$ cat src/rtl/actr_pkg.sv
package actr_pkg;

    localparam int KeyRows = 16;

    localparam logic [3:0] NR_128 = 4'd10;
    localparam logic [3:0] NR_192 = 4'd12;
    localparam logic [3:0] NR_256 = 4'd14;
    localparam logic [4:0] BLOCK_BYTES = 5'd16;

    localparam logic [1:0] KEY_SIZE_128  = 2'd0;
    localparam logic [1:0] KEY_SIZE_192  = 2'd1;
    localparam logic [1:0] KEY_SIZE_256  = 2'd2;
    localparam logic [1:0] KEY_SIZE_RSVD = 2'd3;

    localparam logic [2:0] REG_KEY_A    = 3'd0;
    localparam logic [2:0] REG_KEY_B    = 3'd1;
    localparam logic [2:0] REG_KEY_C    = 3'd2;
    localparam logic [2:0] REG_KEY_D    = 3'd3;
    localparam logic [2:0] REG_KEY_SZ   = 3'd4;
    localparam logic [2:0] REG_IV_HIGH  = 3'd5;
    localparam logic [2:0] REG_IV_LOW   = 3'd6;
    localparam logic [2:0] REG_UNMAPPED = 3'd7;

    typedef struct packed {
        logic [63:0] data_high;
        logic [63:0] data_low;
        logic [4:0]  byte_count;
        logic        first_block;
    } item_t;

    typedef struct packed {
        logic [63:0] out_high;
        logic [63:0] out_low;
        logic [4:0]  out_count;
    } result_t;

    typedef struct packed {
        logic [127:0] ctr;
        logic [127:0] data;
        logic [4:0]   count;
    } job_t;

    typedef struct packed {
        logic        en;
        logic [3:0]  row;
        logic [1:0]  bank;
        logic [31:0] word;
    } rk_wr_t;

    localparam logic [7:0] SBOX [256] = '{
        8'h63,8'h7c,8'h77,8'h7b,8'hf2,8'h6b,8'h6f,8'hc5,8'h30,8'h01,8'h67,8'h2b,8'hfe,8'hd7,8'hab,8'h76,
        8'hca,8'h82,8'hc9,8'h7d,8'hfa,8'h59,8'h47,8'hf0,8'had,8'hd4,8'ha2,8'haf,8'h9c,8'ha4,8'h72,8'hc0,
        8'hb7,8'hfd,8'h93,8'h26,8'h36,8'h3f,8'hf7,8'hcc,8'h34,8'ha5,8'he5,8'hf1,8'h71,8'hd8,8'h31,8'h15,
        8'h04,8'hc7,8'h23,8'hc3,8'h18,8'h96,8'h05,8'h9a,8'h07,8'h12,8'h80,8'he2,8'heb,8'h27,8'hb2,8'h75,
        8'h09,8'h83,8'h2c,8'h1a,8'h1b,8'h6e,8'h5a,8'ha0,8'h52,8'h3b,8'hd6,8'hb3,8'h29,8'he3,8'h2f,8'h84,
        8'h53,8'hd1,8'h00,8'hed,8'h20,8'hfc,8'hb1,8'h5b,8'h6a,8'hcb,8'hbe,8'h39,8'h4a,8'h4c,8'h58,8'hcf,
        8'hd0,8'hef,8'haa,8'hfb,8'h43,8'h4d,8'h33,8'h85,8'h45,8'hf9,8'h02,8'h7f,8'h50,8'h3c,8'h9f,8'ha8,
        8'h51,8'ha3,8'h40,8'h8f,8'h92,8'h9d,8'h38,8'hf5,8'hbc,8'hb6,8'hda,8'h21,8'h10,8'hff,8'hf3,8'hd2,
        8'hcd,8'h0c,8'h13,8'hec,8'h5f,8'h97,8'h44,8'h17,8'hc4,8'ha7,8'h7e,8'h3d,8'h64,8'h5d,8'h19,8'h73,
        8'h60,8'h81,8'h4f,8'hdc,8'h22,8'h2a,8'h90,8'h88,8'h46,8'hee,8'hb8,8'h14,8'hde,8'h5e,8'h0b,8'hdb,
        8'he0,8'h32,8'h3a,8'h0a,8'h49,8'h06,8'h24,8'h5c,8'hc2,8'hd3,8'hac,8'h62,8'h91,8'h95,8'he4,8'h79,
        8'he7,8'hc8,8'h37,8'h6d,8'h8d,8'hd5,8'h4e,8'ha9,8'h6c,8'h56,8'hf4,8'hea,8'h65,8'h7a,8'hae,8'h08,
        8'hba,8'h78,8'h25,8'h2e,8'h1c,8'ha6,8'hb4,8'hc6,8'he8,8'hdd,8'h74,8'h1f,8'h4b,8'hbd,8'h8b,8'h8a,
        8'h70,8'h3e,8'hb5,8'h66,8'h48,8'h03,8'hf6,8'h0e,8'h61,8'h35,8'h57,8'hb9,8'h86,8'hc1,8'h1d,8'h9e,
        8'he1,8'hf8,8'h98,8'h11,8'h69,8'hd9,8'h8e,8'h94,8'h9b,8'h1e,8'h87,8'he9,8'hce,8'h55,8'h28,8'hdf,
        8'h8c,8'ha1,8'h89,8'h0d,8'hbf,8'he6,8'h42,8'h68,8'h41,8'h99,8'h2d,8'h0f,8'hb0,8'h54,8'hbb,8'h16
    };

    localparam logic [7:0] RCON [16] = '{
        8'h01,8'h02,8'h04,8'h08,8'h10,8'h20,8'h40,8'h80,
        8'h1b,8'h36,8'h00,8'h00,8'h00,8'h00,8'h00,8'h00
    };

    function automatic logic [3:0] nr_of(input logic [1:0] ks);
        logic [3:0] nr;
        unique case (ks)
            KEY_SIZE_256: nr = NR_256;
            KEY_SIZE_192: nr = NR_192;
            default:      nr = NR_128;
        endcase
        return nr;
    endfunction

    function automatic logic [31:0] sub_word(input logic [31:0] w);
        return {SBOX[w[31:24]], SBOX[w[23:16]], SBOX[w[15:8]], SBOX[w[7:0]]};
    endfunction

    function automatic logic [7:0] xtime(input logic [7:0] x);
        return {x[6:0], 1'b0} ^ (x[7] ? 8'h1b : 8'h00);
    endfunction

    // byte k of the state sits at [127-8k -: 8]
    function automatic logic [127:0] sub_shift(input logic [127:0] s);
        logic [127:0] t;
        for (int c = 0; c < 4; c++)
        begin
            for (int r = 0; r < 4; r++)
            begin
                t[127-8*(r+4*c) -: 8] = SBOX[s[127-8*(r+4*((c+r)&3)) -: 8]];
            end
        end
        return t;
    endfunction

    function automatic logic [127:0] mix_cols(input logic [127:0] s);
        logic [127:0] m;
        logic [7:0] a0, a1, a2, a3, t;
        for (int c = 0; c < 4; c++)
        begin
            a0 = s[127-32*c -: 8];
            a1 = s[119-32*c -: 8];
            a2 = s[111-32*c -: 8];
            a3 = s[103-32*c -: 8];
            t  = a0 ^ a1 ^ a2 ^ a3;
            m[127-32*c -: 8] = a0 ^ t ^ xtime(a0 ^ a1);
            m[119-32*c -: 8] = a1 ^ t ^ xtime(a1 ^ a2);
            m[111-32*c -: 8] = a2 ^ t ^ xtime(a2 ^ a3);
            m[103-32*c -: 8] = a3 ^ t ^ xtime(a3 ^ a0);
        end
        return m;
    endfunction

endpackage

$ cat src/rtl/actr_front.sv
module actr_front
    import actr_pkg::*;
(
    input  logic        clk,
    input  logic        rst_n,
    input  logic        item_valid,
    output logic        item_ready,
    input  item_t       item,
    input  logic [63:0] iv_high,
    input  logic [63:0] iv_low,
    input  logic        key_busy,
    input  logic        q_space,
    output logic        q_push,
    output job_t        q_job
);
    logic [127:0] ctr_reg, ctr_next;
    logic [127:0] base;
    logic [4:0]   n;

    assign item_ready = q_space && !key_busy;
    assign q_push     = item_valid && item_ready;

    always_comb
    begin
        base = item.first_block ? {iv_high, iv_low} : ctr_reg;
        // saturate oversized counts to a full block
        n = item.byte_count[4] ? BLOCK_BYTES : item.byte_count;
        ctr_next = ctr_reg;
        if (q_push)
        begin
            ctr_next = (n != 5'd0) ? base + 128'd1 : base;
        end
        q_job.ctr   = base;
        q_job.data  = {item.data_high, item.data_low};
        q_job.count = n;
    end

    always_ff @(posedge clk or negedge rst_n)
    begin
        if (!rst_n)
        begin
            ctr_reg <= '0;
        end
        else
        begin
            ctr_reg <= ctr_next;
        end
    end
endmodule

$ cat config.mk
export PLATFORM = sky130hd
export DESIGN_NAME = actr_front
export DESIGN_NICKNAME = d
export VERILOG_FILES = /design/src/rtl/actr_pkg.sv /design/src/rtl/actr_front.sv
export SDC_FILE = /design/constraint.sdc
export NUM_CORES = 1
export LEC_CHECK = 0
export BUFFER_PORTS_ARGS = -buffer_cell sky130_fd_sc_hd__buf_4
export CELL_PAD_IN_SITES_DETAIL_PLACEMENT = 0
export CELL_PAD_IN_SITES_GLOBAL_PLACEMENT = 1
export CORE_MARGIN = 3
export CORE_UTILIZATION = 30
export DETAILED_ROUTE_END_ITERATION = 6
export GPL_TIMING_DRIVEN = 0
export PLACE_DENSITY = 0.77
export SYNTH_ARGS = -nofsm -noshare
export SYNTH_HDL_FRONTEND = slang
export SYNTH_SLANG_ARGS = --single-unit
$ cat constraint.sdc
create_clock -name clk -period 3.55 [get_ports clk]
set_input_delay 0.71 -clock clk [delete_from_list [all_inputs] [get_ports clk]]
set_output_delay 0.71 -clock clk [all_outputs]
set_load 0.01 [all_outputs]
### Word-level counts from Yosys, hierarchy flattened

Cells that the tools add are included.

* $add $sub $neg: 1
* muxes and demuxes: 3
* reductions and logical operators: 4

Operators by type and width (count)
* two-way mux 128 bit: 2
* adder 128 x 1 -> 128 bit, second input constant: 1
* two-way mux 5 bit: 1
* nonzero test 5 bit: 1
* logical AND 1 bit: 2
* logical NOT 1 bit: 1

* register bits after elaboration: 128
* input port bits: 267
* output and inout bits: 263
* logic and storage cells: 9

### Logic depth before layout (Yosys ltp)

* depth after elaboration: 3
* depth in mapped cells: 16
* depth with buffers taken out: 9

### Worst setup path before layout

Ideal clock, no wire load.

* path kind: input to register
* start: input item[0] (netlist name)
* end: register ctr_reg[56]
* setup time: 0.129 ns
* data arrival time: 3.972 ns
* required time: 3.421 ns
* slack: -0.551 ns
* cell stages on the path: 16
* buffers on the path: 7
* cells stage by stage: buf_6 > buf_4 > buf_4 > buf_2 > buf_2 > buf_2 > buf_2 > mux2_2 > ha_1 > nand4b_1 > a22oi_1 > nand2_1 > nor4_2 > or4b_1 > xnor2_1 > o21ai_1

RTL lines
* start, declared: RTL line actr_front.sv:8 `input item_t item,`
* end signal, assigned: RTL line actr_front.sv:46 `ctr_reg <= ctr_next;`
* end, declared: RTL line actr_front.sv:16 `logic [127:0] ctr_reg, ctr_next;`

### Worst setup path after layout

* start: input item[0] (netlist name)
* end: register ctr_reg[50]

* longest elaborated chain between the ends: 3

RTL lines
* two-way mux 128 bit (*): RTL line actr_front.sv:25 `base = item.first_block ? {iv_high, iv_low} : ctr_reg;`
* adder 128 x 1 -> 128 bit: RTL line actr_front.sv:31 `ctr_next = (n != 5'd0) ? base + 128'd1 : base;`
* two-way mux 128 bit (*): RTL line actr_front.sv:31

Every way passes the cells marked *; elsewhere a longest branch is shown, timed or not.
A chain may end at the register's enable or synchronous reset.

==> summary.txt <==
Detailed routing
  – Metal2 WL: 31500 um
  – M1 wire length: 26920 um
  – Drt pass-1 iters: 6
  – DRT antenna net count: 0
  – Routed WL: 68280 um
  – Routed len/inst: 26.58 um
  – DRT iter0 DRCs: 1492
  – Max layer used: met4
  – Via total after detailed routing: 14990
  – Post-route DRC violation count: 0
  – Met3 Routed Length: 7214 um
  – Via-per-instance ratio: 5.836

Timing
  – Setup TNS Final: 0 ps
  – Skew final: 15.85 ps
  – Relative slew margins: 33.31%
  – Setup ws final: 15.91 ps
  – Final hold vios: 0
  – Final Max Slew Viols: 0
  – Max frequency: 283.0 MHz
  – Crit share post-route: 99.55%
  – Count of final setup violators: 0
  – RSZ-0062 raised after global routing: true
  – Worst slew pin tran: 1000 ps
  – Final period demand of the worst path: 3534 ps

Placed design
  – Post-DP HPWL: 52910 um
  – Post-Place Cell Area: 16460 um2
  – Worst slack, placed: -1719 ps
  – Port Buffers: 400
  – Gpl congestion: 0.9892

Critical path
  – CP Launch Type: input pin
  – Reg2reg path depth: 7
  – Worst path cell trace: buf_6 > buf_6 > buf_12 > buf_16 > buf_12 > buf_12 > mux2_4 > ha_4 > nand4_1 > nand2_1 > nand4_1 > nor4_2 > nand3_1 > xnor2_1 > a221o_1
  – Worst Path Buf+Inv: 6
  – Worst Path Arrival: 3860 ps
  – WP data required: 3880 ps
  – Critical path's top delay family: simple AND/OR/NAND/NOR gates
  – Most frequent CP cell: buf_12
  – CP Capture Type: register
  – Reg-to-reg startpoint: ctr_reg[10]
  – CP Class: input pin to register
  – CP max FO: 10
  – CP peak stage delay: 500 ps
  – Crit path depth: 15
  – CP max-delay cell: nor4_2
  – Setup crit start: item[0]

Synth
  – Average size of a mapped cell: 8.005 um2
  – Post-Syn Instances: 1584
  – Yosys cell types: 68
  – Synth Net Count: 1852
  – Register area share after synthesis: 25.26%
  – Post-Syn Area: 12680 um2
  – Synth Warn #: 0
  – EDFF count, synth: 0
  – Share of flip-flops with an asynchronous set or reset: 100.0%
  – FF+latch count, synth: 128
  – Primary FF master, synth: dfrtp_1

Cells and area
  – Most common cell after layout, fill and taps aside: buf_4
  – Fillcell total: 4158
  – Layout cells sized above 1: 37.41%
  – Max FFs per register: 128
  – Ant. Diodes: 0
  – Most frequent cells in the layout: buf_4, nand2_1, nand3_1, dfrtp_1, o21ai_0
  – Final Util: 42.41%
  – Post-Layout Inst Area: 17510 um2
  – Layout area overhead: 38.11%
  – Final #Nets: 2293

Clock network
  – H-tree depth reported by CTS: 4
  – Root buf cell: clkbuf_16
  – TritonCTS clock tree: built
  – Source-to-sink clock delay at the later pin of the worst-skew pair: 460 ps
  – Clock sink count: 128
  – Reg clk slew, reported paths: 60 ps
  – CTS buffer count: 17
  – Longest Clk Path Bufs: 2

Floorplan
  – # IOs: 530
  – Die Y-Extent: 211.6 um
  – Initial Util: 30.71%
  – Width of the die: 211.6 um
  – Core Rows: 74
  – Die Area: 44770 um2
  – Core footprint: 41290 um2

GRT
  – Largest net degree at the start of global routing: 87
  – Initial antenna violation count: 1
  – Global-route wire length before repair: 95740 um
  – Vias in the first global route: 14270
  – GRT Total Usage: 29.08%
  – Overflow left after global routing: 0

Outcome
  – Status: finished clean

Power
  – Worst vdd ir: 0.0002881 V
  – Power per cell area: 362.3 nW/um2
  – Leak: 0.007861 uW

Job
  – Max_cap viols: 0

Worst hold path
  – Worst min path class: input pin to async pin
## through the flow
stage	hold slack, ps	total power (uW)	std cells
final	200.5	6345	2569
after global placement	453.1	4249	2516
after CTS	208.8	6315	2563
after global routing	216.2	6612	2569
after floorplan	414.4	3180	1584
after detailed placement	465.3	4293	2517
## synthesized netlist by cell type (10+ instances only)
master	number	area, um2
buf_2	24	120.1
mux2i_1	47	470.5
nor2b_1	25	156.4
nor2_1	42	157.7
o21ai_1	10	50.05
nor3_1	34	170.2
o21ai_0	100	500.5
xor2_1	63	551.8
and2_1	12	75.07
nor4_1	20	125.1
buf_4	137	1028
and3_1	22	137.6
nand4b_1	18	157.7
a21oi_1	21	105.1
nand4_1	79	494.2
xnor2_1	46	402.9
nand3b_1	56	420.4
nand3_1	138	690.7
mux2_2	80	900.9
inv_1	37	138.9
clkbuf_1	32	120.1
dfrtp_1	128	3203
o211ai_1	15	112.6
nand2_1	241	904.6
a22oi_1	28	210.2
a21o_1	13	97.59
## cell type report
cell class / instances / area (um2) / area share [%]
clock inverter: 9 / 156.4 / 0.8931
timing repair buffer: 424 / 3207 / 18.31
multi-input combinational: 1215 / 8165 / 46.63
sequential: 128 / 3203 / 18.29
clock buffer: 22 / 474.2 / 2.708
tap: 532 / 665.6 / 3.801
inverter: 38 / 145.1 / 0.8288
buffer: 201 / 1495 / 8.538
## path summary, 6_finish.rpt
check	end	slack [ps]
max	ctr_reg[50]	20
min	ctr_reg[59]	200
max reg2reg	ctr_reg[56]	430
min reg2reg	ctr_reg[117]	480
max in group asynchronous	ctr_reg[117]	2480
min in group clk	ctr_reg[117]	480
## cell families (layout without fill, tap and decap cells)
kind of cell	after synthesis	in the layout	share of synthesized area (%)
AND/OR/NAND/NOR	740	740	32.41
buffers and inverters	241	694	11.89
AO/OA/AOI/OAI	238	238	12.00
flip-flops	128	128	25.26
multiplexers	127	127	10.82
XOR/XNOR	109	109	7.529
adder cells (fa/ha/maj)	1	1	0.09866
## worst register-to-register path, cell delays in order, from the launching register on
cell      delay, ps
dfrtp_1         440
nand3b_4        100
a222oi_1        740
nand2_1         460
nor4_4          440
or4b_4          550
xnor2_1         180
o21ai_1          80
## what timing repair did
item,CTS,global route
pin swaps,8,8
gates resized for setup,47,16
endpoints found under the hold margin,0,0
hold buffers,0,0
buffers inserted,16,7
setup endpoints to repair,155,34
## power by group
group / leakage [uW] / internal, uW / switching (uW)
Sequential: 0.00158 / 1740 / 290
Clock: 0.000298 / 1230 / 786
Combinational: 0.00598 / 1060 / 1240
Total: 0.00786 / 4030 / 2320
## layer usage
| layer | global-route usage, % | up-vias |
|---|---|---|
| li1 | - | 6507 |
| met1 | 38.08 | 7348 |
| met2 | 46.96 | 998 |
| met3 | 6.135 | 139 |
| met4 | 11.57 | 0 |
| met5 | 0 | - |
No activity file was read; power rests on OpenSTA's default activity.
