## src/rtl/actr_pkg.sv

```systemverilog
package actr_pkg;

    localparam int KeyRows = 16;

    localparam logic [3:0] NR_128 = 4'd10;
    localparam logic [3:0] NR_192 = 4'd12;
    localparam logic [3:0] NR_256 = 4'd14;
    localparam logic [4:0] BLOCK_BYTES = 5'd16;

    localparam logic [1:0] KEY_SIZE_128  = 2'd0;
    localparam logic [1:0] KEY_SIZE_192  = 2'd1;
    localparam logic [1:0] KEY_SIZE_256  = 2'd2;
    localparam logic [1:0] KEY_SIZE_RSVD = 2'd3;

    localparam logic [2:0] REG_KEY_A    = 3'd0;
    localparam logic [2:0] REG_KEY_B    = 3'd1;
    localparam logic [2:0] REG_KEY_C    = 3'd2;
    localparam logic [2:0] REG_KEY_D    = 3'd3;
    localparam logic [2:0] REG_KEY_SZ   = 3'd4;
    localparam logic [2:0] REG_IV_HIGH  = 3'd5;
    localparam logic [2:0] REG_IV_LOW   = 3'd6;
    localparam logic [2:0] REG_UNMAPPED = 3'd7;

    typedef struct packed {
        logic [63:0] data_high;
        logic [63:0] data_low;
        logic [4:0]  byte_count;
        logic        first_block;
    } item_t;

    typedef struct packed {
        logic [63:0] out_high;
        logic [63:0] out_low;
        logic [4:0]  out_count;
    } result_t;

    typedef struct packed {
        logic [127:0] ctr;
        logic [127:0] data;
        logic [4:0]   count;
    } job_t;

    typedef struct packed {
        logic        en;
        logic [3:0]  row;
        logic [1:0]  bank;
        logic [31:0] word;
    } rk_wr_t;

    localparam logic [7:0] SBOX [256] = '{
        8'h63,8'h7c,8'h77,8'h7b,8'hf2,8'h6b,8'h6f,8'hc5,8'h30,8'h01,8'h67,8'h2b,8'hfe,8'hd7,8'hab,8'h76,
        8'hca,8'h82,8'hc9,8'h7d,8'hfa,8'h59,8'h47,8'hf0,8'had,8'hd4,8'ha2,8'haf,8'h9c,8'ha4,8'h72,8'hc0,
        8'hb7,8'hfd,8'h93,8'h26,8'h36,8'h3f,8'hf7,8'hcc,8'h34,8'ha5,8'he5,8'hf1,8'h71,8'hd8,8'h31,8'h15,
        8'h04,8'hc7,8'h23,8'hc3,8'h18,8'h96,8'h05,8'h9a,8'h07,8'h12,8'h80,8'he2,8'heb,8'h27,8'hb2,8'h75,
        8'h09,8'h83,8'h2c,8'h1a,8'h1b,8'h6e,8'h5a,8'ha0,8'h52,8'h3b,8'hd6,8'hb3,8'h29,8'he3,8'h2f,8'h84,
        8'h53,8'hd1,8'h00,8'hed,8'h20,8'hfc,8'hb1,8'h5b,8'h6a,8'hcb,8'hbe,8'h39,8'h4a,8'h4c,8'h58,8'hcf,
        8'hd0,8'hef,8'haa,8'hfb,8'h43,8'h4d,8'h33,8'h85,8'h45,8'hf9,8'h02,8'h7f,8'h50,8'h3c,8'h9f,8'ha8,
        8'h51,8'ha3,8'h40,8'h8f,8'h92,8'h9d,8'h38,8'hf5,8'hbc,8'hb6,8'hda,8'h21,8'h10,8'hff,8'hf3,8'hd2,
        8'hcd,8'h0c,8'h13,8'hec,8'h5f,8'h97,8'h44,8'h17,8'hc4,8'ha7,8'h7e,8'h3d,8'h64,8'h5d,8'h19,8'h73,
        8'h60,8'h81,8'h4f,8'hdc,8'h22,8'h2a,8'h90,8'h88,8'h46,8'hee,8'hb8,8'h14,8'hde,8'h5e,8'h0b,8'hdb,
        8'he0,8'h32,8'h3a,8'h0a,8'h49,8'h06,8'h24,8'h5c,8'hc2,8'hd3,8'hac,8'h62,8'h91,8'h95,8'he4,8'h79,
        8'he7,8'hc8,8'h37,8'h6d,8'h8d,8'hd5,8'h4e,8'ha9,8'h6c,8'h56,8'hf4,8'hea,8'h65,8'h7a,8'hae,8'h08,
        8'hba,8'h78,8'h25,8'h2e,8'h1c,8'ha6,8'hb4,8'hc6,8'he8,8'hdd,8'h74,8'h1f,8'h4b,8'hbd,8'h8b,8'h8a,
        8'h70,8'h3e,8'hb5,8'h66,8'h48,8'h03,8'hf6,8'h0e,8'h61,8'h35,8'h57,8'hb9,8'h86,8'hc1,8'h1d,8'h9e,
        8'he1,8'hf8,8'h98,8'h11,8'h69,8'hd9,8'h8e,8'h94,8'h9b,8'h1e,8'h87,8'he9,8'hce,8'h55,8'h28,8'hdf,
        8'h8c,8'ha1,8'h89,8'h0d,8'hbf,8'he6,8'h42,8'h68,8'h41,8'h99,8'h2d,8'h0f,8'hb0,8'h54,8'hbb,8'h16
    };

    localparam logic [7:0] RCON [16] = '{
        8'h01,8'h02,8'h04,8'h08,8'h10,8'h20,8'h40,8'h80,
        8'h1b,8'h36,8'h00,8'h00,8'h00,8'h00,8'h00,8'h00
    };

    function automatic logic [3:0] nr_of(input logic [1:0] ks);
        logic [3:0] nr;
        unique case (ks)
            KEY_SIZE_256: nr = NR_256;
            KEY_SIZE_192: nr = NR_192;
            default:      nr = NR_128;
        endcase
        return nr;
    endfunction

    function automatic logic [31:0] sub_word(input logic [31:0] w);
        return {SBOX[w[31:24]], SBOX[w[23:16]], SBOX[w[15:8]], SBOX[w[7:0]]};
    endfunction

    function automatic logic [7:0] xtime(input logic [7:0] x);
        return {x[6:0], 1'b0} ^ (x[7] ? 8'h1b : 8'h00);
    endfunction

    // byte k of the state sits at [127-8k -: 8]
    function automatic logic [127:0] sub_shift(input logic [127:0] s);
        logic [127:0] t;
        for (int c = 0; c < 4; c++)
        begin
            for (int r = 0; r < 4; r++)
            begin
                t[127-8*(r+4*c) -: 8] = SBOX[s[127-8*(r+4*((c+r)&3)) -: 8]];
            end
        end
        return t;
    endfunction

    function automatic logic [127:0] mix_cols(input logic [127:0] s);
        logic [127:0] m;
        logic [7:0] a0, a1, a2, a3, t;
        for (int c = 0; c < 4; c++)
        begin
            a0 = s[127-32*c -: 8];
            a1 = s[119-32*c -: 8];
            a2 = s[111-32*c -: 8];
            a3 = s[103-32*c -: 8];
            t  = a0 ^ a1 ^ a2 ^ a3;
            m[127-32*c -: 8] = a0 ^ t ^ xtime(a0 ^ a1);
            m[119-32*c -: 8] = a1 ^ t ^ xtime(a1 ^ a2);
            m[111-32*c -: 8] = a2 ^ t ^ xtime(a2 ^ a3);
            m[103-32*c -: 8] = a3 ^ t ^ xtime(a3 ^ a0);
        end
        return m;
    endfunction

endpackage

```

## src/rtl/actr_queue.sv

```systemverilog
module actr_queue
    import actr_pkg::*;
#(
    parameter int DEPTH = 2
)
(
    input  logic clk,
    input  logic rst_n,
    input  logic push,
    input  job_t push_job,
    output logic space,
    input  logic pop,
    output logic avail,
    output job_t head
);
    localparam int PW = (DEPTH > 1) ? $clog2(DEPTH) : 1;
    localparam int CW = $clog2(DEPTH + 1);

    job_t slot_reg [DEPTH];
    logic [PW-1:0] wr_ptr_reg, wr_ptr_next, rd_ptr_reg, rd_ptr_next;
    logic [CW-1:0] cnt_reg, cnt_next;

    assign space = cnt_reg != CW'(DEPTH);
    assign avail = cnt_reg != '0;
    assign head  = slot_reg[rd_ptr_reg];

    always_comb
    begin
        wr_ptr_next = wr_ptr_reg;
        rd_ptr_next = rd_ptr_reg;
        cnt_next    = cnt_reg;
        if (push)
        begin
            wr_ptr_next = (wr_ptr_reg == PW'(DEPTH - 1)) ? '0 : wr_ptr_reg + 1'b1;
        end
        if (pop)
        begin
            rd_ptr_next = (rd_ptr_reg == PW'(DEPTH - 1)) ? '0 : rd_ptr_reg + 1'b1;
        end
        if (push && !pop)
        begin
            cnt_next = cnt_reg + 1'b1;
        end
        else if (pop && !push)
        begin
            cnt_next = cnt_reg - 1'b1;
        end
    end

    always_ff @(posedge clk or negedge rst_n)
    begin
        if (!rst_n)
        begin
            wr_ptr_reg <= '0;
            rd_ptr_reg <= '0;
            cnt_reg    <= '0;
        end
        else
        begin
            wr_ptr_reg <= wr_ptr_next;
            rd_ptr_reg <= rd_ptr_next;
            cnt_reg    <= cnt_next;
        end
    end

    always_ff @(posedge clk)
    begin
        if (push)
        begin
            slot_reg[wr_ptr_reg] <= push_job;
        end
    end
endmodule

```

## config.mk

```make
export PLATFORM = sky130hd
export DESIGN_NAME = actr_queue
export DESIGN_NICKNAME = d
export VERILOG_FILES = /design/src/rtl/actr_pkg.sv /design/src/rtl/actr_queue.sv
export SDC_FILE = /design/constraint.sdc
export NUM_CORES = 1
export LEC_CHECK = 0
export ABC_AREA = 1
export BUFFER_PORTS_ARGS = -buffer_cell sky130_fd_sc_hd__buf_2
export CORE_MARGIN = 2
export CORE_UTILIZATION = 50
export CTS_CLUSTER_SIZE = 16
export DETAILED_ROUTE_END_ITERATION = 8
export PLACE_DENSITY = 0.72
export SLEW_MARGIN = 40
export SYNTH_ARGS = -nofsm -noshare
export SYNTH_HDL_FRONTEND = slang
export SYNTH_SLANG_ARGS = --single-unit
```

## constraint.sdc

```tcl
create_clock -name clk -period 18.9 [get_ports clk]
set_input_delay 2.835 -clock clk [delete_from_list [all_inputs] [get_ports clk]]
set_output_delay 2.835 -clock clk [all_outputs]
set_load 0.01 [all_outputs]
```

### After elaboration in Yosys (flattened, before gate mapping)

Memories as Yosys holds them, arrays and structs flattened.
Cells that the tools add are included.

* bits in registers: 4
* RAM bits: 522
* input port bits: 265
* output and inout bits: 263
* logic and storage cells: 21
* memories: 1

* add/sub/neg operators: 4
* equality and inequality tests: 1
* multiplexer cells: 6
* reductions and logical operators: 6

Memory list
* slot_reg: depth 2, width 261, rd ports 1, clocked after Yosys merged registers in 0, write ports 1, line actr_queue.sv:19 `job_t slot_reg [DEPTH];`

Operators by type and width (number)
* $mux 1: 4
* $mux 2: 2
* $reduce_bool 2->1: 2
* $add 1x1->1 const B: 2
* $add 2x1->2 const B: 1
* $logic_and 1x1->1: 2
* $logic_not 1->1: 2
* $ne 2x2->1 const B: 1
* $sub 2x1->2 const B: 1

### Logic depth before layout (Yosys ltp)

Gate-level depths: netlist of run 1.

* word-level depth: 4
* mapped depth: 7
* gate-level depth less buffers: 7

### Worst setup path before layout of run 1

Ideal clock, no wire load.

* kind: input to register
* start point: in push
* end point: mem slot_reg[0][0] in the netlist's numbering, enable pin
* setup time: 0.895 ns
* data arrival time: 13.777 ns
* data required time: 18.005 ns
* path slack: 4.228 ns
* cell stages on the path: 2
* path buffers: 0
* path through: inv_1 nor2_1

* word-level cells in the longest chain between the ends: 2

RTL lines
* start, declared: line actr_queue.sv:9 `input logic push,`
* $mux 1: line actr_queue.sv:68 `if (push)`
* $mux 1 (not written as such): line actr_queue.sv:70 `slot_reg[wr_ptr_reg] <= push_job;`
* end, declared: line actr_queue.sv:19

Every way passes these cells.

==> results.yml, run 1 <==
placement:
  postPlaceCellArea_mm2: 0.0230
  dp_hpwl_um: 28300
  dp_cells: 1864
  port_buffers: 527
  gp_congestion: 0.772
timing:
  rsz0062_at_grt: "no"
  tightest_slew_ns: 0.795
  fin_skew_ns: 0.0274
  setup_viol_count_final: 0
  drv_slew: 0
  slew_headroom: 0.470
  max_freq_mhz: 173
  period_share: 0.306
  fin_crit_ns: 5.79
  finalHoldViolCount: 0
  finalSetupTns_ns: 0
yosys:
  ys_types: 14
  avgSynthCellArea_um2: 23.6
  synthesis.instances: 837
  yosysSeqAreaShare: 0.798
  yosys_register_bits: 526
  synth_nets: 1103
  synth_warnings: 0
  synth_area_mm2: 0.0198
setup_path:
  arrival_ns: 2.95
  cpMostUsedCell: "buf_12"
  r2r-end: "slot_reg[1][174]"
  timing.critical_path.from: "rd_ptr_reg"
  cp_top_family: "buffers and inverters"
  cp_cell_sequence: "buf_12, buf_12, buf_16, mux2_4, buf_2"
  endpoint: "head[229]"
  cp_slowest_stage_delay_ns: 0.62
  crit_type: "reg -> out"
  worst_path_max_delay_cell: "dfrtp_4"
  worstPathMaxFanout: 72
  cp-end-kind: "output port"
  crit_cells: 5
  worstSetupStartpointType: "register"
  rrSetupSlack_ns: 16.04
  rr_worst_depth: 4
  r2r-start: "wr_ptr_reg"
  crit_required_ns: 16.07
  path_buf_inv: 4
pwr:
  ir_drop_uv: 115
  power.leakage_nw: 9.77
  power.internal_w: 0.00269
  p_sw_frac: 0.285
  powerDensity_mw_per_mm2: 153
  p_sw_w: 0.00107
  pwr-share-comb: 0.308
  pwr-share-seq: 0.428
  clkPwrFrac: 0.264
clocking:
  ctsHoldBuffers: 0
  clkTransAtPathRegs_ns: 0.06
  root_buffer: "clkbuf_16"
  clk_latency_ns: 0.59
  clockBufferDepth: 3
  clock_sinks: 526
  cts_tree: "built"
  cts_resized: 0
  cts_made_buffers: 52
  htree_num_levels: 2
  post_cts_buffers: 0
floorplan:
  dieArea_mm2: 0.0412
  io_pins: 528
  core_mm2: 0.0388
  start_util: 0.509
  placementRows: 72
  fp.dieW_um: 203
  die_y_um: 203
grt:
  antenna_found_initial: 19
  grt_max_degree: 128
  grt_pass1_vias: 10500
  grt_pass1_wl_um: 59900
  overflow: 0
  track_usage: 0.195
routing:
  ant_nets: 0
  via_per_inst: 4.98
  wl_um: 41300
  first_pass_iters: 4
  drt_iter0_markers: 519
  vias: 9806
  wl_per_cell_um: 21.0
  drc_errors: 0
layout:
  final_area_mm2: 0.0246
  synthToLayoutAreaGrowth_pct: 24.6
  drive_gt1_frac: 0.607
  largest_reg_flops: 522
  fin_cells: 1968
  fin_nets: 1666
run_status:
  outcome: "complete, no violations"
job:
  cap_violations: 0
hold_path:
  min_path_type: "reg -> reg"
[through the flow]
stage | total power [W] | worst slack (ns) | hold slack [ns] | util
final | 0.00376 | 13.11 | 0.526 | 0.634
after global routing | 0.00391 | 12.98 | 0.547 | 0.634
after CTS | 0.00380 | 13.05 | 0.522 | 0.633
after detailed placement | 0.00281 | 13.49 | 0.497 | 0.591
after global placement | 0.00278 | 12.88 | 0.483 | 0.589
after floorplan | 0.00248 | 4.23 | 0.462 | -
[cells in the mapped netlist]
cell type / count / share of area
nor2_1: 1 / 0.00019
ha_1: 1 / 0.00063
buf_2: 8 / 0.0020
edfxtp_1: 522 / 0.79
buf_6: 21 / 0.012
dfrtp_1: 4 / 0.0051
xnor2_1: 1 / 0.00044
inv_1: 7 / 0.0013
mux2_4: 180 / 0.14
mux2_2: 81 / 0.046
nand3_1: 1 / 0.00025
xor2_1: 2 / 0.00089
nand2_1: 7 / 0.0013
nand4_1: 1 / 0.00032
[metal layers]
layer	wire length (um)	up-vias	track usage
met3	3410	110	0.0616
met2	21400	394	0.339
met1	14800	4814	0.214
li1	-	4482	-
met4	1640	6	0.105
met5	39	-	0
[area by class of cell]
cell class / count / area (um^2)
Fill cell: 2758 / 14200
Clock buffer: 64 / 1370
Multi-Input combinational cell: 275 / 3700
Sequential cell: 526 / 15800
Tap cell: 518 / 648
Inverter: 7 / 38.8
Timing Repair Buffer: 538 / 2800
Clock inverter: 26 / 262
Antenna cell: 14 / 35.0
[cells by family after synthesis]
logic type | count (synthesis) | share of synthesized area
DFF | 526 | 0.798
buffers and inverters | 36 | 0.0153
xor gates and xnor gates | 3 | 0.00133
muxes | 261 | 0.183
and+or+nand+nor | 10 | 0.00209
adders and majority gates | 1 | 0.000633
[power by group through the flow]
| stage | sequential, W | combinational [W] | clock (W) |
|---|---|---|---|
| 2_1_floorplan | 0.00169 | 0.000793 | 0 |
| 3_3_place_gp | 0.00165 | 0.00113 | 0 |
| 3_5_place_dp | 0.00163 | 0.00117 | 0 |
| 4_1_cts | 0.00161 | 0.00118 | 0.00102 |
| 5_1_grt | 0.00163 | 0.00123 | 0.00106 |
| 6_report | 0.00161 | 0.00116 | 0.000991 |
[placed cells by master (no fill, tap or decap), drive strengths merged]
cell	netlist	final
nand4	1	1
ha	1	1
clkbuf	0	64
xnor2	1	1
buf	29	538
inv	7	10
xor2	2	2
clkinvlp	0	1
nand3	1	1
bufinv	0	5
clkinv	0	17
mux2	261	261
diode	0	14
dfrtp	4	4
nand2	7	7
edfxtp	522	522
nor2	1	1
[worst min-delay path by stage]
stage | slack, ns | to | start | cells after the start
after floorplan | 0.46 | cnt_reg[1] | cnt_reg[1] | 2
after global placement | 0.48 | cnt_reg[1] | cnt_reg[1] | 2
after detailed placement | 0.50 | cnt_reg[1] | cnt_reg[1] | 2
after CTS | 0.52 | cnt_reg[1] | cnt_reg[1] | 2
after global routing | 0.55 | cnt_reg[1] | cnt_reg[1] | 2
final | 0.53 | cnt_reg[1] | cnt_reg[1] | 2
[worst reg2reg max path, stage by stage, from the launching register on]
cell	delay [ns]
dfrtp_1	0.43
nand2_1	0.21
inv_12	0.46
buf_6	0.60
buf_6	0.69
Note: power is estimated with default switching activity, not from simulation.
==> run 2, diff against run 1 <==
Clock period 18.9 ns to 5.46 ns, I/O delays scaled along.
==> run 2 against run 1 <==
- global-route usage down 0.34 points
- non-clock buffer count up 1
- first-iteration DRC count down 7.5%
- core utilization up 0.084 points
- final cell count up 0.25%
- hold slack worse by 0.49 ns
- setup slack worse by 11 ns
- sequential power rose to 3.5 times the previous value
==> results.yml, run 2 (synthesized netlist as in run 1, its figures left out) <==
clocking:
  htree_num_levels: 2
  clockBufferDepth: 3
  ctsHoldBuffers: 0
  clkTransAtPathRegs_ns: 0.06
  root_buffer: "clkbuf_16"
  clk_latency_ns: 0.58
  cts_resized: 0
  cts_tree: "built"
  cts_made_buffers: 53
  clock_sinks: 526
  post_cts_buffers: 0
floorplan:
  die_y_um: 203
  core_mm2: 0.0388
  placementRows: 72
  dieArea_mm2: 0.0412
  fp.dieW_um: 203
  start_util: 0.509
  io_pins: 528
timing:
  slew_headroom: 0.506
  finalSetupTns_ns: 0
  period_share: 0.607
  fin_crit_ns: 3.31
  setup_viol_count_final: 0
  tightest_slew_ns: 0.742
  finalHoldViolCount: 0
  rsz0062_at_grt: "no"
  max_freq_mhz: 302
  drv_slew: 0
  fin_skew_ns: 0.0192
setup_path:
  cp-end-kind: "output port"
  rrSetupSlack_ns: 3.00
  cp_slowest_stage_delay_ns: 0.76
  endpoint: "head[27]"
  cp_cell_sequence: "buf_12, buf_12, mux2_2, buf_2"
  r2r-end: "slot_reg[1][181]"
  timing.critical_path.from: "rd_ptr_reg"
  crit_type: "reg -> out"
  worst_path_max_delay_cell: "dfrtp_4"
  rr_worst_depth: 5
  worstPathMaxFanout: 45
  r2r-start: "wr_ptr_reg"
  worstSetupStartpointType: "register"
  crit_required_ns: 4.64
  cpMostUsedCell: "buf_12"
  arrival_ns: 2.50
routing:
  vias: 9740
  wl_um: 40500
  ant_nets: 0
  drt_iter0_markers: 480
  wl_per_cell_um: 20.5
  drc_errors: 0
  first_pass_iters: 4
  via_per_inst: 4.94
layout:
  layout_common_cells: "buf_2, edfxtp_1, mux2_4, mux2_2, clkbuf_16"
  mostFrequentLayoutCell: "buf_2"
  synthToLayoutAreaGrowth_pct: 24.7
  fin_cells: 1973
  fin_nets: 1668
  largest_reg_flops: 522
  drive_gt1_frac: 0.605
grt:
  met2_usage: 0.335
  grt_use_met3: 0.0681
  grt_max_degree: 142
  grt_pass1_wl_um: 58800
  grtUsageMet1: 0.214
  overflow: 0
  antenna_found_initial: 15
  track_usage: 0.192
  grt.busiest_layer: "met2"
  grt_pass1_vias: 10300
placement:
  port_buffers: 527
  gp_congestion: 0.788
  dp_hpwl_um: 27700
  dp_cells: 1862
job:
  cap_violations: 0
pwr:
  powerDensity_mw_per_mm2: 524
  ir_drop_uv: 426
  power.leakage_nw: 9.77
hold_path:
  min_path_type: "in -> async"
run_status:
  outcome: "complete, no violations"
run 2: where the power goes:
group | switching, W | leakage [nW] | internal, W
clock network | 0.00140 | 0.783 | 0.00193
registers | 0.000230 | 4.95 | 0.00536
logic | 0.00204 | 4.04 | 0.00195
run 2: worst min path at each step:
stage / to
2_1_floorplan: cnt_reg[1]
3_3_place_gp: cnt_reg[1]
3_5_place_dp: cnt_reg[1]
4_1_cts: rd_ptr_reg
5_1_grt: cnt_reg[1]
6_report: wr_ptr_reg
run 2: per-layer routing:
| layer | part of all wire | vias up |
|---|---|---|
| li1 | - | 4482 |
| met1 | 0.36 | 4794 |
| met2 | 0.53 | 373 |
| met3 | 0.084 | 83 |
| met4 | 0.028 | 8 |
| met5 | 0.0010 | - |
run 2: worst max-delay path: cells and delay by family, from the launching register on:
kind	cells	cell delay, ns
buffers and inverters	3	0.72
flip-flops	1	0.76
multiplexers	1	0.38
run 2: cell type report:
class	count	area [um^2]
clock inverters	19	124
flip-flops and latches	526	15800
clock buffers	77	1490
multi-input cells	275	3700
well taps	518	648
diodes	12	30.0
inverters	7	30.0
repair buffers	539	2860
fillers	2768	14200
run 2: through the flow:
| stage | util | hold slack, ns | total power [W] | setup slack [ns] | instance area, um^2 |
|---|---|---|---|---|---|
| final | 0.635 | 0.0328 | 0.0129 | 2.15 | 24700 |
| after floorplan | - | 0.462 | 0.00843 | 0.264 | 19800 |
| after global routing | 0.635 | 0.0105 | 0.0135 | 2.02 | 24700 |
| after detailed placement | 0.591 | 0.499 | 0.00969 | 2.50 | 22900 |
| after CTS | 0.632 | 0.00250 | 0.0130 | 1.87 | 24600 |
| after global placement | 0.591 | 0.478 | 0.00963 | 2.43 | 22900 |
